### config.mk
export PLATFORM = sky130hd
export DESIGN_NAME = ils_ctrl
export DESIGN_NICKNAME = d
export VERILOG_FILES = /design/src/rtl/assert_macros.svh /design/src/rtl/ils_pkg.sv /design/src/rtl/ils_ctrl.sv
export SDC_FILE = /design/constraint.sdc
export NUM_CORES = 1
export LEC_CHECK = 0
export ABC_AREA = 1
export BUFFER_PORTS_ARGS = -buffer_cell sky130_fd_sc_hd__buf_2
export CAP_MARGIN = 5
export CORE_UTILIZATION = 54
export DETAILED_ROUTE_END_ITERATION = 10
export PLACE_DENSITY = 0.82
export SYNTH_ARGS = -nofsm -noshare
export SYNTH_HDL_FRONTEND = slang
export SYNTH_SLANG_ARGS = --single-unit
### constraint.sdc
create_clock -name vclk -period 2.4
set_input_delay 0.12 -clock vclk [all_inputs]
set_output_delay 0.12 -clock vclk [all_outputs]
set_load 0.01 [all_outputs]
### src/rtl/assert_macros.svh
// ----------------------------------------------------------------------------
// assert_macros.svh
// Assertion macros shared by the list store RTL.
// ----------------------------------------------------------------------------
`ifndef ASSERT_MACROS_SVH
`define ASSERT_MACROS_SVH

`ifndef NO_ASSERTIONS

// Check that a condition holds at every clock edge outside reset.
`define ASSERT_HOLDS(lbl, clk_sig, rst_sig, cond) \
  lbl: assert property (@(posedge clk_sig) disable iff (rst_sig) (cond)) \
    else $error("assertion failed: condition does not hold");

// Check that a condition implies another in the following cycle.
`define ASSERT_NEXT(lbl, clk_sig, rst_sig, ante, cons) \
  lbl: assert property (@(posedge clk_sig) disable iff (rst_sig) (ante) |=> (cons)) \
    else $error("assertion failed: next-cycle check");

`else

`define ASSERT_HOLDS(lbl, clk_sig, rst_sig, cond)
`define ASSERT_NEXT(lbl, clk_sig, rst_sig, ante, cons)

`endif

`endif

### src/rtl/ils_pkg.sv
// ----------------------------------------------------------------------------
// ils_pkg
// Types and constants of the indexed list store.
// ----------------------------------------------------------------------------
package ils_pkg;

  localparam int DATA_W   = 32;
  localparam int POS_W    = 8;
  localparam int COUNT_W  = 7;
  localparam int ACTION_W = 3;
  localparam int STATUS_W = 2;

  typedef enum logic [ACTION_W-1:0] {
    ACT_READ   = 3'd0,
    ACT_HEAD   = 3'd1,
    ACT_TAIL   = 3'd2,
    ACT_INSERT = 3'd3,
    ACT_DELETE = 3'd4
  } action_t;

  typedef enum logic [STATUS_W-1:0] {
    ST_DONE  = 2'd0,
    ST_RANGE = 2'd1,
    ST_FULL  = 2'd2
  } status_t;

  typedef enum logic [1:0] {
    CELL_HOLD   = 2'd0,
    CELL_INSERT = 2'd1,
    CELL_DELETE = 2'd2
  } cell_op_t;

  typedef struct packed {
    logic [ACTION_W-1:0]      action;
    logic [POS_W-1:0]         position;
    logic signed [DATA_W-1:0] item_value;
  } in_item_t;

  typedef struct packed {
    logic signed [DATA_W-1:0] read_value;
    logic [STATUS_W-1:0]      status;
    logic [COUNT_W-1:0]       element_count;
  } out_item_t;

  typedef struct packed {
    cell_op_t op;
    status_t  status;
    logic     is_read;
    logic     read_hit;
  } ctrl_t;

endpackage

### src/rtl/ils_ctrl.sv
// ----------------------------------------------------------------------------
// ils_ctrl
// Decodes an action against the count into a cell command and a status.
// ----------------------------------------------------------------------------
module ils_ctrl
  import ils_pkg::*;
#(
  parameter int CAPACITY = 64,
  parameter int CNTW     = 7,
  parameter int CMPW     = 8
) (
  input  logic [ACTION_W-1:0] action,
  input  logic [POS_W-1:0]    position,
  input  logic [CNTW-1:0]     count,
  output ctrl_t               ctrl,
  output logic [CMPW-1:0]     cmd_pos,
  output logic [CNTW-1:0]     count_next
);

  localparam logic [CNTW-1:0] CAP = CNTW'(CAPACITY);

  logic [CMPW-1:0] pos_ext;
  logic [CMPW-1:0] cnt_ext;
  logic [CMPW-1:0] ins_pos;
  logic            is_insert;

  assign pos_ext = CMPW'(position);
  assign cnt_ext = CMPW'(count);

  always_comb begin
    ins_pos   = pos_ext;
    is_insert = 1'b0;
    case (action)
      ACT_HEAD: begin
        ins_pos   = '0;
        is_insert = 1'b1;
      end
      ACT_TAIL: begin
        ins_pos   = cnt_ext;
        is_insert = 1'b1;
      end
      ACT_INSERT: begin
        is_insert = 1'b1;
      end
      default: begin
        ins_pos   = pos_ext;
        is_insert = 1'b0;
      end
    endcase
  end

  always_comb begin
    ctrl.op       = CELL_HOLD;
    ctrl.status   = ST_DONE;
    ctrl.is_read  = 1'b0;
    ctrl.read_hit = 1'b0;
    cmd_pos       = pos_ext;
    count_next    = count;
    if (is_insert) begin
      cmd_pos = ins_pos;
      if (ins_pos > cnt_ext) begin
        ctrl.status = ST_RANGE;
      end else if (count == CAP) begin
        ctrl.status = ST_FULL;
      end else begin
        ctrl.op    = CELL_INSERT;
        count_next = count + CNTW'(1);
      end
    end else begin
      case (action)
        ACT_READ: begin
          ctrl.is_read = 1'b1;
          if (pos_ext < cnt_ext) begin
            ctrl.read_hit = 1'b1;
          end else begin
            ctrl.status = ST_RANGE;
          end
        end
        ACT_DELETE: begin
          if (pos_ext >= cnt_ext) begin
            ctrl.status = ST_RANGE;
          end else begin
            ctrl.op    = CELL_DELETE;
            count_next = count - CNTW'(1);
          end
        end
        default: begin
          ctrl.op = CELL_HOLD;
        end
      endcase
    end
  end

endmodule

==> flow_metrics.env <==
export IMPL_critPathSlowestCell="ha_1"
export IMPL_setup_viol=0
export IMPL_route_detailed_wl_per_inst_um=11.7
export IMPL_layout_setup_ws_ns=0.287
export IMPL_synth_avg_cell_area_sq_um=6.01
export IMPL_period_share=0.880
export IMPL_dr_first_iter_drc_count=59
export IMPL_grt_pass1_vias=1099
export IMPL_layout_drive_gt1_share=0.309
export IMPL_tns_ns=0
export IMPL_critPathLaunchType="input pin"
export IMPL_cpPeakStageDelay_ns=0.27
export IMPL_tightest_slew_ns=0.330
export IMPL_use_met2=0.480
export IMPL_worst_setup_path_end_kind="primary output"
export IMPL_crit_family="simple AND/OR/NAND/NOR gates"
export IMPL_final_cell_mix="nand2_1, buf_2, nand3_1, inv_1, ha_1"
export IMPL_drv_slew=0
export IMPL_grt_busiest_layer="met2"
export IMPL_n_antenna_cell=0
export IMPL_drt_first_pass_iters=4
export IMPL_gr_usage_met1=0.349
export IMPL_final_common_cell="nand2_1"
export IMPL_synth_yosys_seq_area_share=0
export IMPL_cts_hold_buf=0
export IMPL_yosysTopAreaCellShare=0.176
export IMPL_post_cts_setup_buffers=0
export IMPL_dr_total_vias=1420
export IMPL_syn_area_sq_um=1150
export IMPL_crit_chain="buf_2, nor3_2, inv_2, o21ai_0, ha_1, nand2_1, nand2_1, a21oi_1, nand2_4, inv_4, nand2_8, nand2_8, nand2_1, nand3_1, nand2_1, buf_2"
export IMPL_use_met3=0.00370
export IMPL_synth_area_leaders="nand2_1, ha_1, nand3_1"
export IMPL_dieArea_sq_um=2330
export IMPL_ys_types=29
export IMPL_cp_required_ns=2.28
export IMPL_cap_violations=0
export IMPL_p_leak_nw=0.777
export IMPL_seq_cell_count=0
export IMPL_overflow=0
export IMPL_grt_pass1_wl_um=4500
export IMPL_worstPathMaxFanout=13
export IMPL_dp_hpwl_um=2480
export IMPL_layout_area_seq_sq_um=0
export IMPL_die_x_um=48.2
export IMPL_area_growth_pct=19.4
export IMPL_start_util=0.582
export IMPL_dp_slack_ns=0.234
export IMPL_status="completed"
export IMPL_place_congestion=0.935
export IMPL_grtUsageTotal=0.263
export IMPL_criticalPathCategory="input pin to primary output"
export IMPL_io_buffer_count=39
export IMPL_power_density_nw_per_um2=212
export IMPL_syn_nets=226
export IMPL_final_nets=266
export IMPL_ios=39
export IMPL_ir_drop_mv=0.118
export IMPL_rsz0062_at_grt="false"
export IMPL_slew_headroom=0.779
export IMPL_cts_resized=0
export IMPL_die_h_um=48.2
export IMPL_vias_per_cell=5.53
export IMPL_crit_path_frequent_cell="nand2_1"
export IMPL_hold_class="input pin to primary output"
export IMPL_synthCells=192
export IMPL_wl_um=3010
export IMPL_nClkBuffers=0
export IMPL_antenna_left=0
export IMPL_finalCriticalPeriod_ns=2.11
export IMPL_rows=16
export IMPL_coreArea_sq_um=1980
export IMPL_hold_viol_final=0
export IMPL_antenna_found_initial=0
export IMPL_worst_path_buf_inv=4
export IMPL_synth_top_area_cell="nand2_1"
export IMPL_drcViolationCount=0
export IMPL_crit_arrival_ns=1.99
export IMPL_synth_warnings=0
export IMPL_grt_max_degree=14
export IMPL_max_clock_freq_mhz=473
==> cells in the mapped netlist <==
cell	count
inv_4	2
nand3_2	1
nand2_8	2
inv_1	20
clkbuf_1	1
clkinv_1	1
nand3_4	4
o21ai_0	14
or2_1	1
xor2_1	5
or2_2	1
inv_2	6
nand4_1	7
nor2_2	1
nor2_4	2
and3_2	1
o22ai_1	1
a21oi_4	1
clkinv_2	1
clkbuf_8	1
nand2_4	3
nand2_1	54
a21oi_1	4
nand3_1	25
nor3_1	5
ha_1	16
nor2_1	8
o211ai_2	1
nand2_2	3
==> through the flow <==
stage / cell area (sq um) / utilization / hold slack, ns / instances / power [mW]
after detailed placement: 1370 / 0.693 / 0.569 / 257 / 0.289
after floorplan: 1150 / - / 0.288 / 192 / 0.202
after global routing: 1380 / 0.695 / 0.610 / 257 / 0.328
after global placement: 1370 / 0.693 / 0.560 / 257 / 0.279
after CTS: 1370 / 0.693 / 0.573 / 257 / 0.290
final: 1380 / 0.695 / 0.567 / 257 / 0.292
==> cell families (layout without fill, tap and decap cells) <==
| logic type | count (synthesis) | after routing | synth area share |
|---|---|---|---|
| AO/OA/AOI/OAI | 21 | 21 | 0.108 |
| XOR/XNOR | 5 | 5 | 0.0380 |
| adder cells (fa/ha/maj) | 16 | 16 | 0.174 |
| buffers and inverters | 32 | 70 | 0.118 |
| AND/OR/NAND/NOR | 118 | 118 | 0.562 |
==> per-layer routing <==
metal | vias to the layer above | wire (um)
li1 | 715 | -
met1 | 629 | 1280
met2 | 72 | 1500
met3 | 4 | 195
met4 | 0 | 34
met5 | - | 0
==> worst min-delay path, delay by kind of cell <==
| kind | cells | cell delay [ns] |
|---|---|---|
| buffers and inverters | 2 | 0.22 |
| AO/OA/AOI/OAI | 1 | 0.06 |
| AND/OR/NAND/NOR | 1 | 0.05 |
==> final timing paths <==
path | start | to | slack, ns | cells past startpoint
setup / recovery | action[2] | count_next[3] | 0.29 | 16
hold / removal | position[3] | cmd_pos[3] | 0.57 | 4
==> cell type report <==
type	count	area, sq um
repair buffers	40	203
fillers	193	604
multi-input cells	160	1020
inverters	30	119
well taps	27	33.8
==> power by group <==
part / switching [mW] / internal (mW) / total [mW]
Combinational: 0.183 / 0.109 / 0.292
Clock: 0 / 0 / 0
Sequential: 0 / 0 / 0
Total: 0.183 / 0.109 / 0.292
Power figures use the tool's default switching activity.
