## src/rtl/assert_macros.svh

```systemverilog
// ----------------------------------------------------------------------------
// assert_macros.svh
// Assertion macros shared by the list store RTL.
// ----------------------------------------------------------------------------
`ifndef ASSERT_MACROS_SVH
`define ASSERT_MACROS_SVH

`ifndef NO_ASSERTIONS

// Check that a condition holds at every clock edge outside reset.
`define ASSERT_HOLDS(lbl, clk_sig, rst_sig, cond) \
  lbl: assert property (@(posedge clk_sig) disable iff (rst_sig) (cond)) \
    else $error("assertion failed: condition does not hold");

// Check that a condition implies another in the following cycle.
`define ASSERT_NEXT(lbl, clk_sig, rst_sig, ante, cons) \
  lbl: assert property (@(posedge clk_sig) disable iff (rst_sig) (ante) |=> (cons)) \
    else $error("assertion failed: next-cycle check");

`else

`define ASSERT_HOLDS(lbl, clk_sig, rst_sig, cond)
`define ASSERT_NEXT(lbl, clk_sig, rst_sig, ante, cons)

`endif

`endif

```

## src/rtl/ils_pkg.sv

```systemverilog
// ----------------------------------------------------------------------------
// ils_pkg
// Types and constants of the indexed list store.
// ----------------------------------------------------------------------------
package ils_pkg;

  localparam int DATA_W   = 32;
  localparam int POS_W    = 8;
  localparam int COUNT_W  = 7;
  localparam int ACTION_W = 3;
  localparam int STATUS_W = 2;

  typedef enum logic [ACTION_W-1:0] {
    ACT_READ   = 3'd0,
    ACT_HEAD   = 3'd1,
    ACT_TAIL   = 3'd2,
    ACT_INSERT = 3'd3,
    ACT_DELETE = 3'd4
  } action_t;

  typedef enum logic [STATUS_W-1:0] {
    ST_DONE  = 2'd0,
    ST_RANGE = 2'd1,
    ST_FULL  = 2'd2
  } status_t;

  typedef enum logic [1:0] {
    CELL_HOLD   = 2'd0,
    CELL_INSERT = 2'd1,
    CELL_DELETE = 2'd2
  } cell_op_t;

  typedef struct packed {
    logic [ACTION_W-1:0]      action;
    logic [POS_W-1:0]         position;
    logic signed [DATA_W-1:0] item_value;
  } in_item_t;

  typedef struct packed {
    logic signed [DATA_W-1:0] read_value;
    logic [STATUS_W-1:0]      status;
    logic [COUNT_W-1:0]       element_count;
  } out_item_t;

  typedef struct packed {
    cell_op_t op;
    status_t  status;
    logic     is_read;
    logic     read_hit;
  } ctrl_t;

endpackage

```

## src/rtl/ils_cell.sv

```systemverilog
// ----------------------------------------------------------------------------
// ils_cell
// One list element: holds, loads, or takes the value of a neighbor.
// ----------------------------------------------------------------------------
module ils_cell
  import ils_pkg::*;
#(
  parameter int CMPW  = 8,
  parameter int INDEX = 0
) (
  input  logic                     clk,
  input  cell_op_t                 op,
  input  logic [CMPW-1:0]          pos,
  input  logic signed [DATA_W-1:0] ins_value,
  input  logic signed [DATA_W-1:0] left_value,
  input  logic signed [DATA_W-1:0] right_value,
  output logic signed [DATA_W-1:0] value,
  output logic signed [DATA_W-1:0] read_value
);

  localparam logic [CMPW-1:0] MY_INDEX = CMPW'(INDEX);

  logic signed [DATA_W-1:0] value_next;
  logic                     here;
  logic                     after;

  assign here  = (pos == MY_INDEX);
  assign after = (MY_INDEX > pos);

  always_comb begin
    value_next = value;
    case (op)
      CELL_INSERT: begin
        if (here) begin
          value_next = ins_value;
        end else if (after) begin
          value_next = left_value;
        end
      end
      CELL_DELETE: begin
        if (here || after) begin
          value_next = right_value;
        end
      end
      default: begin
        value_next = value;
      end
    endcase
  end

  always_ff @(posedge clk) begin
    value <= value_next;
  end

  assign read_value = here ? value : '0;

endmodule

```

## config.mk

```make
export PLATFORM = sky130hd
export DESIGN_NAME = ils_cell
export DESIGN_NICKNAME = d
export VERILOG_FILES = /design/src/rtl/assert_macros.svh /design/src/rtl/ils_pkg.sv /design/src/rtl/ils_cell.sv
export SDC_FILE = /design/constraint.sdc
export NUM_CORES = 1
export LEC_CHECK = 0
export BUFFER_PORTS_ARGS = -buffer_cell sky130_fd_sc_hd__buf_4
export CAP_MARGIN = 10
export CORE_ASPECT_RATIO = 1.4
export CORE_MARGIN = 5
export CORE_UTILIZATION = 30
export DETAILED_ROUTE_END_ITERATION = 10
export MAX_ROUTING_LAYER = met4
export PLACE_DENSITY = 0.66
export SLEW_MARGIN = 20
export SYNTH_ARGS = -nofsm -noshare
export SYNTH_HDL_FRONTEND = slang
export SYNTH_SLANG_ARGS = --single-unit
export TNS_END_PERCENT = 20
```

## constraint.sdc

```tcl
create_clock -name clk -period 5.8 [get_ports clk]
set_input_delay 1.16 -clock clk [delete_from_list [all_inputs] [get_ports clk]]
set_output_delay 1.16 -clock clk [all_outputs]
set_load 0.005 [all_outputs]
```

==> summary.txt, run 1 <==
Run status
  • Status: finished, final reports clean

CTS
  • H-tree levels: 2
  • Post_cts resized: 0
  • Clock slew at reported path FFs: 70 ps
  • Setup bufs post-CTS: 0
  • Clock buffer depth: 2
  • Cts hold-fix bufs: 0
  • Num CTS Buffers: 5
  • CTS Sinks: 32
  • TritonCTS clock tree: built
  • Root buffer cell: clkbuf_8

Worst setup path
  • Critical path peak fanout: 33
  • Crit Path Class: input pin to output port
  • Crit path max-delay family: buffers and inverters
  • WP depth: 5
  • CP most frequent cell: buf_4
  • Crit end category: output port
  • Largest stage delay, worst path: 340 ps
  • Crit-path cells: buf_4, nor4_4, buf_4, and3_1, buf_4
  • WP data arrival: 2240 ps
  • Startpoint Class: input pin
  • Worst path slowest cell: buf_4
  • Crit path buf inv count: 3
  • WP data required: 4640 ps

Layout
  • Post-route cell area: 3430 um2
  • Layout net count: 488
  • Biggest regs: value (32)
  • Register area: 961 um2
  • Fraction of layout cells with a size suffix above 1: 0.490
  • P&R area growth vs syn: 68.0%
  • Area occupied by multi-input gates: 938 um2
  • Top register by number of flip-flops: value
  • Max reg flops: 32
  • Fill count: 658
  • Most common cell after layout, fill and taps aside: buf_4
  • Antenna diodes: 0

Place
  • # port buffers: 170
  • DP Area: 3320 um2
  • Post-DP HPWL: 5.80 mm
  • RePlAce Congestion: 0.810

Floorplan
  • Core footprint: 6610 um2
  • Total die area: 8590 um2
  • # rows: 35
  • Starting Density: 0.309
  • Die X-Extent: 79.8 um
  • I/O pin cnt: 171
  • Die height: 108 um

Global route
  • Largest net degree at the start of global routing: 65
  • Gr ovfl total: 0
  • First-pass GRT wire length: 11.6 mm
  • Initial antenna violation count: 0
  • GRT Total Usage: 0.177
  • Vias in the first global route: 2333

Logic synthesis
  • Sequential fraction of the synthesis area: 0.470
  • Synth warn: 0
  • Synthesized area per cell: 9.13 um2
  • Synth cell types: 18
  • Synth Register Bits: 32
  • Synthesized instance count: 224
  • Syn Nets: 331
  • Synthesized cell area: 2040 um2

Routing
  • DR top layer: met4
  • Metal2 WL: 4.15 mm
  • WL/cell: 16.5 um
  • First drt pass iteration count: 4
  • Initial drt markers: 192
  • Met3 wire len: 516 um
  • Residual DRC: 0
  • Drt via density: 5.04
  • Met1 wire length: 2.87 mm
  • Via Count: 2389
  • Final wirelength: 7.83 mm
  • Antenna viol nets, final: 0

STA
  • Period utilization: 0.587
  • Final hold violation count: 0
  • Slew HR: 0.577
  • Fin crit period: 3400 ps
  • Actual slew at the worst max-slew pin: 634 ps
  • Max Slew Vio Count: 0
  • RSZ-0062 raised after global routing: no
  • Achievable Freq: 294 MHz
  • Final setup viols: 0
  • Setup_tns: 0 ps

Min path
  • Worst hold path class: input pin to flip-flop
  • Hold path cells: 3

Power
  • Worst vdd ir: 102 uV
  • Leakage: 1.57 nW
  • Total power divided by cell area: 164 nW/um2
  • Total Power: 0.563 mW

Job
  • Max-cap viol count: 0
## layer usage
metal  GRT usage  up-vias
met3      0.0302       20
met4      0.0918        0
li1            -     1164
met5           -        -
met1       0.189     1089
met2       0.311      116
## stage by stage
step,cells,worst slack [ps],hold slack (ps),utilization
2_1_floorplan,224,1180,1410,-
3_3_place_gp,466,2420,1510,0.503
4_1_cts,474,2390,1220,0.519
3_5_place_dp,466,2400,1520,0.503
5_1_grt,474,2290,1240,0.519
6_report,474,2400,1230,0.519
## logic make-up after synthesis
kind of cell	synth area share
compound gates	0.176
simple gates	0.272
buf+inv	0.0771
xor+xnor	0.00428
flops	0.470
## where the power goes
| part | leakage, nW | total (mW) | internal, mW | switching [mW] |
|---|---|---|---|---|
| registers | 0.295 | 0.257 | 0.257 | 0.000269 |
| logic | 1.22 | 0.100 | 0.0608 | 0.0393 |
| clock network | 0.0532 | 0.206 | 0.125 | 0.0807 |
## worst paths after layout
| path | from | end | slack, ps |
|---|---|---|---|
| hold / removal | right_value[12] | value[12] | 1230 |
| setup / recovery | pos[7] | read_value[15] | 2400 |
## layout make-up
type                       instances  share of cell area
multi-input combinational        167               0.273
sequential                        32               0.280
clock buffer                       5              0.0200
timing repair buffer             175               0.383
tap                               92              0.0335
clock inverter                     3              0.0109
## synthesized netlist by cell type, drive strengths merged
| library cell | number | share of area |
|---|---|---|
| nor2 | 32 | 0.059 |
| buf | 12 | 0.051 |
| clkbuf | 13 | 0.026 |
| and3 | 32 | 0.098 |
| o21ai | 32 | 0.078 |
| xnor2 | 1 | 0.0043 |
| nor4 | 2 | 0.021 |
| edfxtp | 32 | 0.47 |
| a31oi | 32 | 0.098 |
| or4 | 2 | 0.011 |
| nand2b | 1 | 0.0031 |
| nor3 | 1 | 0.0024 |
| nand3 | 32 | 0.078 |
(Power assumes the default switching activity.)
==> run 2: changes to the inputs <==
--- a/config.mk
+++ b/config.mk
@@ -12,7 +12,7 @@
 export CORE_UTILIZATION = 30
 export DETAILED_ROUTE_END_ITERATION = 10
 export MAX_ROUTING_LAYER = met4
-export PLACE_DENSITY = 0.66
+export PLACE_DENSITY = 0.69
 export SLEW_MARGIN = 20
 export SYNTH_ARGS = -nofsm -noshare
 export SYNTH_HDL_FRONTEND = slang
==> constraint.sdc (replaced) <==
create_clock -name clk -period 3.1 [get_ports clk]
set_input_delay 0.62 -clock clk [delete_from_list [all_inputs] [get_ports clk]]
set_output_delay 0.62 -clock clk [all_outputs]
set_load 0.005 [all_outputs]
==> summary.txt, run 2 (synthesized netlist as in run 1, its figures left out) <==
Run status
  • Status: finished, final reports clean

Global route
  • Vias in the first global route: 2338 (+0.21%)
  • GRT Total Usage: 0.172 (-0.00507)
  • Initial antenna violation count: 0 (unchanged)
  • Gr ovfl total: 0 (unchanged)
  • Largest net degree at the start of global routing: 65 (unchanged)
  • First-pass GRT wire length: 11.4 mm (-2.1%)

CTS
  • Root buffer cell: clkbuf_8
  • TritonCTS clock tree: built
  • Post_cts resized: 0 (unchanged)
  • Clock buffer depth: 2 (unchanged)
  • Setup bufs post-CTS: 0 (unchanged)
  • Clock slew at reported path FFs: 60 ps (about the same)
  • CTS Sinks: 32 (unchanged)
  • Num CTS Buffers: 5 (unchanged)
  • H-tree levels: 2 (unchanged)
  • Cts hold-fix bufs: 0 (unchanged)

Floorplan
  • Die X-Extent: 79.8 um (unchanged)
  • Die height: 108 um (unchanged)
  • # rows: 35 (unchanged)
  • Total die area: 8590 um2 (unchanged)
  • I/O pin cnt: 171 (unchanged)
  • Starting Density: 0.309 (unchanged)
  • Core footprint: 6610 um2 (unchanged)

Power
  • Clock power frac: 0.301 (-0.064)
  • Net Sw Frac: 0.224 (+0.0107)
  • Total power divided by cell area: 280 nW/um2 (+71%)
  • Worst vdd ir: 164 uV (+61%)
  • Total Power: 0.958 mW (+70%)
  • Leakage: 1.57 nW (about the same)
  • Combinational Power Share: 0.196 (+0.018)
  • Switching power: 0.215 mW (+79%)
  • Sequential Power Share: 0.503 (+0.046)
  • Internal: 0.743 mW (+68%)

Routing
  • WL/cell: 15.9 um (-3.5%)
  • Initial drt markers: 131 (-32%)
  • First drt pass iteration count: 6 (+2)
  • Residual DRC: 0 (unchanged)
  • Final wirelength: 7.58 mm (-3.3%)
  • Antenna viol nets, final: 0 (unchanged)
  • Drt via density: 5.02 (-0.34%)
  • Via Count: 2386 (-0.13%)

Place
  • RePlAce Congestion: 0.773 (-4.6%)
  • # port buffers: 170 (unchanged)
  • Post-DP HPWL: 5.72 mm (-1.5%)

Worst setup path
  • Crit end category: output port
  • Worst path slowest cell: buf_4
  • Largest stage delay, worst path: 450 ps (+110 ps)
  • Startpoint Class: input pin
  • WP data required: 2480 ps (-2160 ps)
  • Crit-path cells: buf_4, nor4_4, buf_4, and3_1, buf_4
  • CP most frequent cell: buf_4
  • Crit Path Class: input pin to output port
  • Crit path from: pos[7]
  • Critical path peak fanout: 56 (+70%)
  • WP data arrival: 1830 ps (-410 ps)

STA
  • RSZ-0062 raised after global routing: no
  • Setup_tns: 0 ps (unchanged)
  • Actual slew at the worst max-slew pin: 590 ps (-44.4 ps)
  • Final hold violation count: 0 (unchanged)
  • Fin crit period: 2450 ps
  • Period utilization: 0.791
  • Slew HR: 0.607 (+0.0296)
  • Max Slew Vio Count: 0 (unchanged)
  • Achievable Freq: 408 MHz
  • Final setup viols: 0 (unchanged)

Min path
  • Worst hold path class: input pin to flip-flop
  • Hold wc startpoint: right_value[30]

Layout
  • Max reg flops: 32 (unchanged)
  • Antenna diodes: 0 (unchanged)
  • Fraction of layout cells with a size suffix above 1: 0.491 (+0.00133)
  • Biggest regs: value (32)
  • Top register by number of flip-flops: value
  • Most common cell after layout, fill and taps aside: buf_4
  • P&R area growth vs syn: 67.3%
  • Layout net count: 490 (+0.41%)

Job
  • Max-cap viol count: 0 (unchanged)
## run 2: area by class of cell
type | count | area (um2)
Tap cell | 92 | 115
Multi-Input combinational cell | 167 | 940
Clock inverter | 2 | 7.51
Fill cell | 659 | 3190
Timing Repair Buffer | 177 | 1330
Clock buffer | 5 | 68.8
Sequential cell | 32 | 961
## run 2: worst paths after layout
kind / to / depth (start not counted) / slack (ps)
worst max-delay path: read_value[10] / 5 / 650
worst min-delay path: value[30] / 3 / 690
## run 2: per-stage QoR
step	utilization	hold WS (ps)	worst slack [ps]	cell area (um2)	std cells
floorplan	-	874	16.2	2050	224
global placement	0.506	966	676	3340	468
detailed placement	0.506	972	659	3340	468
CTS	0.517	680	663	3420	475
global route	0.517	681	555	3420	475
finish	0.517	689	648	3420	475
## run 2: per-layer routing
layer  GRT usage  vias to the layer above  wire length, um  part of all wire
met5           -                        -                0                 0
met4      0.0749                        0              253             0.033
met3      0.0335                       21              589             0.078
met2       0.297                      114             3980              0.53
met1       0.191                     1083             2750              0.36
li1            -                     1168                -                 -
## run 2: power by group through the flow
| stage | Combinational [mW] | Clock [mW] | Sequential, mW |
|---|---|---|---|
| after floorplan | 0.0702 | 0 | 0.491 |
| final | 0.188 | 0.288 | 0.482 |
| after global routing | 0.207 | 0.317 | 0.481 |
| after global placement | 0.185 | 0 | 0.491 |
| after CTS | 0.189 | 0.300 | 0.482 |
| after detailed placement | 0.188 | 0 | 0.491 |
## run 2: critical path: cells and delay by family
family / cells / cell delay [ps]
AND/OR/NAND/NOR: 2 / 490
buffers and inverters: 3 / 680
